File: config.mk
export PLATFORM = sky130hd
export DESIGN_NAME = vps_mul
export DESIGN_NICKNAME = d
export VERILOG_FILES = /design/src/sv/vortex_particle_velocity_sum_core_defines.svh /design/src/sv/vps_pkg.sv /design/src/sv/vps_mul.sv
export SDC_FILE = /design/constraint.sdc
export NUM_CORES = 2
export LEC_CHECK = 0
export BUFFER_PORTS_ARGS = -buffer_cell sky130_fd_sc_hd__buf_2
export CORE_MARGIN = 2
export CORE_UTILIZATION = 50
export CTS_BUF_LIST = sky130_fd_sc_hd__clkbuf_4 sky130_fd_sc_hd__clkbuf_8
export DETAILED_ROUTE_END_ITERATION = 6
export MAX_ROUTING_LAYER = met4
export PLACE_DENSITY_LB_ADDON = 0.15
export RECOVER_POWER = 50
export SYNTH_ARGS = -nofsm -noshare
export SYNTH_HDL_FRONTEND = slang
export SYNTH_SLANG_ARGS = --single-unit
File: constraint.sdc
create_clock -name clk -period 8.9 [get_ports clk]
set_clock_uncertainty 0.1 [all_clocks]
set_input_delay 1.78 -clock clk [delete_from_list [all_inputs] [get_ports clk]]
set_output_delay 1.78 -clock clk [all_outputs]
set_load 0.05 [all_outputs]
File: src/sv/vortex_particle_velocity_sum_core_defines.svh
// Assertion helpers used by the top RTL file of the velocity sum core.
`ifndef VORTEX_PARTICLE_VELOCITY_SUM_CORE_DEFINES_SVH
`define VORTEX_PARTICLE_VELOCITY_SUM_CORE_DEFINES_SVH

// Consequent must hold in the same cycle as the antecedent.
`define VPS_ASSERT_NOW(lbl, ante, cons, msg) \
	lbl: assert property (@(posedge clk) disable iff (!arst_n) (ante) |-> (cons)) \
		else $error(msg);

// Consequent must hold in the cycle after the antecedent.
`define VPS_ASSERT_NEXT(lbl, ante, cons, msg) \
	lbl: assert property (@(posedge clk) disable iff (!arst_n) (ante) |=> (cons)) \
		else $error(msg);

`endif

File: src/sv/vps_pkg.sv
package vps_pkg;

	localparam int FRAC_BITS = 16;
	localparam logic [29:0] KGAIN = 30'd683565276;
	localparam int KGAIN_SHIFT = 30;
	localparam logic [40:0] CONTRIB_CLAMP = 41'h100_0000_0000;

	typedef enum logic [3:0] {
		ST_IDLE,
		ST_SQ,
		ST_ROOT,
		ST_CRS,
		ST_MR,
		ST_DIV1,
		ST_MD,
		ST_DIV2,
		ST_MK,
		ST_FIN,
		ST_ACC
	} vps_state_t;

	typedef struct packed {
		logic signed [32:0] a;
		logic signed [32:0] b;
	} vps_mul_req_t;

endpackage

File: src/sv/vps_mul.sv
module vps_mul (
	input  logic                  clk,
	input  vps_pkg::vps_mul_req_t req,
	output logic signed [65:0]    prod_q
);
	import vps_pkg::*;

	always_ff @(posedge clk) begin
		prod_q <= 66'(req.a * req.b);
	end
endmodule

# Word level (Yosys, flattened, before mapping)
# Cells that the tools add are included.
# word_totals
output_inout_bits,66
ff_bits,66
word_cells,2
inputBits,67
# classes
multipliers,1
# op_table
cell,count
$mul 33x33->66,1

# Logic depth before layout (Yosys ltp)
# depth
depth_word,1
mapped_depth,27

# Least setup slack after synthesis
# OpenSTA, ideal clock, no wires.
# synth_path
path_kind,input -> register
from,input req[65] (netlist bit)
to,register prod_q[62]
setup_time_ns,0.079
setup_slack_ns,-0.216
arrival_time_ns,8.937
stages,23
path_cell_list,clkbuf_1 nand2_1 inv_1 fa_1 fa_1 fa_1 fa_1 fa_1 fa_1 fa_1 inv_1 fa_1 inv_1 ha_1 clkbuf_1 and3_1 nand3_1 nand2b_1 a2111oi_4 a211oi_4 a21o_2 a21o_1 a211oi_2
# synth_via
elab_chain_cells,1
# synth_lines
item,line,text
from (decl),vps_mul.sv:3,"input vps_pkg::vps_mul_req_t req,"
$mul 33x33->66,vps_mul.sv:9,prod_q <= 66'(req.a * req.b);
to (signal assigned),vps_mul.sv:9,
to (decl),vps_mul.sv:4,output logic signed [65:0] prod_q
# Every way passes these cells.

# Worst setup path in the final report
# layout_path
from,input req[9] (netlist bit)
to,register prod_q[56]
# Same word-level chain as after synthesis.

==> flow_metrics.env <==
export IMPL_outcome="finished clean"
export IMPL_antenna_found_initial=2
export IMPL_avgRoutedWirePerCell_um=19.16
export IMPL_critPathKind="in -> reg"
export IMPL_timing_final_crit_period_ps=8698
export IMPL_grt_ovfl_total=0
export IMPL_initial_utilization=0.5057
export IMPL_drtIter0Drc=1239
export IMPL_cts_sinks=66
export IMPL_drive_gt1_frac=0.1268
export IMPL_netlist_area_leader_share=0.5627
export IMPL_start_kind="primary input"
export IMPL_final_common_cell="fa_1"
export IMPL_viasPerCell=5.071
export IMPL_dieHeight_um=289.4
export IMPL_clockBufferDepth=2
export IMPL_cap_violations=0
export IMPL_numCtsBuffers=9
export IMPL_synthesis_nets=5767
export IMPL_core_area_um2=80550
export IMPL_placed_cells_incl_taps=5766
export IMPL_ys_warn_count=0
export IMPL_grt_use_total=0.2903
export IMPL_fin_nets=6148
export IMPL_ys_async_sr_fraction=0
export IMPL_rows=104
export IMPL_synth_seq_cells=66
export IMPL_grt_start_max_net_pins=30
export IMPL_synth_area_leaders="fa_1 56%, inv_1 10%, and2_1 8.6%"
export IMPL_whs_ps=1861
export IMPL_port_buffers=132
export IMPL_relSlewSlack=0.4266
export IMPL_routed_wl_mm=110.9
export IMPL_slew_violations=0
export IMPL_die_area_um2=83770
export IMPL_synth_top_cell_by_area="fa_1"
export IMPL_postRouteAntennaNets=0
export IMPL_largestRegisters="prod_q (66)"
export IMPL_synth_cells=4338
export IMPL_area_growth_pct=13.03
export IMPL_synth_edf_count=0
export IMPL_die_x_um=289.4
export IMPL_layout_common_cells="1142 x fa_1, 1131 x inv_1, 562 x and2_1"
export IMPL_clkSlewWorstSetupHoldPaths_ps=110
export IMPL_hpwl_mm=100.5
export IMPL_dr_pass1_iters=5
export IMPL_hold_path_class="in -> reg"
export IMPL_regMostFlops="prod_q"
export IMPL_slowest_delay_ps=600
export IMPL_fin_crit_sh=0.9773
export IMPL_max_freq_mhz=115.0
export IMPL_cp_max_fo=10
export IMPL_vias=29340
export IMPL_synth_main_ff_cell="dfxtp_1"
export IMPL_drc=0
export IMPL_cp_common_cell="fa_1"
export IMPL_setup_tns_ps=0
export IMPL_grt_pass1_vias=32530
export IMPL_endpoint_kind="flop"
export IMPL_netlist_area_um2=40730
export IMPL_worst_slew_pin_slew_ps=863.9
export IMPL_cp_slowest_cell="fa_1"
export IMPL_cts_tree="done"
export IMPL_ys_types=80
export IMPL_yosysSeqAreaShare=0.03244
export IMPL_setup_viol=0
export IMPL_gp_congestion=0.9001
export IMPL_cts_root_buf="clkbuf_8"
export IMPL_hold_viol=0
export IMPL_final_instance_count_excl_fill=5786
export IMPL_syn_avg_cell_area_um2=9.390
export IMPL_largest_register_ffs=66
export IMPL_ios=133
export IMPL_grt_pass1_wl_mm=177.9
export IMPL_nFillCells=7345
export IMPL_htreeDepth=3
export IMPL_cp_required_ps=9110
export IMPL_cp_arrival_ps=8910
[per-stage QoR]
stage               setup slack [ps]  instance area, um2    util
floorplan                      2.773               40740       -
global placement              -290.2               45730  0.5677
detailed placement            -342.1               45730  0.5677
CTS                            68.44               45950  0.5705
global route                  -13.49               46040  0.5716
finish                         202.4               46040  0.5716
[area by class of cell]
cell class / instances / area [um2] / area share
timing repair buffer: 591 / 4531 / 0.09840
sequential: 66 / 1321 / 0.02870
clock inverter: 6 / 91.34 / 0.001984
clock buffer: 10 / 131.4 / 0.002853
inverter: 1131 / 4245 / 0.09220
tap: 1060 / 1326 / 0.02881
multi-input combinational: 2920 / 34390 / 0.7469
antenna: 2 / 5.005 / 0.0001087
[worst max-delay path, delay by kind of cell]
kind            cells  cell delay [ps]
simple gates        6              980
xor+xnor            1              110
fa+ha+maj           9             4470
buf+inv             9             1090
compound gates      1              490
[routing by layer]
metal  wire length, um  global-route usage
met5                 0                   -
met4              6678              0.1397
met3              3612             0.02189
met2             59840              0.5203
met1             40730              0.3284
[path summary, 6_finish.rpt]
path	startpoint	to	slack [ps]	cells after the start
max	req[9]	prod_q[56]$_DFF_P_	200	26
min	req[0]	prod_q[0]$_DFF_P_	1860	3
[cell usage after synthesis, types with 3 or more instances]
master    count
a211o_1       6
a211oi_1      7
a211oi_2      3
a21o_1       36
a21oi_1      57
a21oi_2       3
a31oi_1       8
and2_1      562
and3_1        5
and4_1        5
buf_2        11
clkbuf_1    208
dfxtp_1      66
fa_1       1145
ha_1        217
inv_1      1131
nand2_1     551
nand2b_1     12
nand3_1      25
nand4_1      11
nor2_1       68
nor2b_1       5
nor3_1        7
o211ai_1      4
o21a_1        6
o21ai_0      25
o21ai_1       6
o21bai_1     11
o31ai_4       3
or2_2         3
or3_1         3
xnor2_1      43
xor2_1       25
[what timing repair did]
action,CTS,global route
setup endpoints to repair,0,20
buffers inserted,0,1
hold buffers,0,0
gates resized for setup,0,46
[logic make-up after synthesis]
| kind of cell | synth area share |
|---|---|
| xor gates and xnor gates | 0.01462 |
| buffers and inverters | 0.1251 |
| and+or+nand+nor | 0.1578 |
| adders and majority gates | 0.6294 |
| DFF | 0.03244 |
| AOI/OAI and AO/OA | 0.04067 |
Power is not shown: default switching activity piles up to over one toggle a cycle in this logic, so the estimate is an artifact.
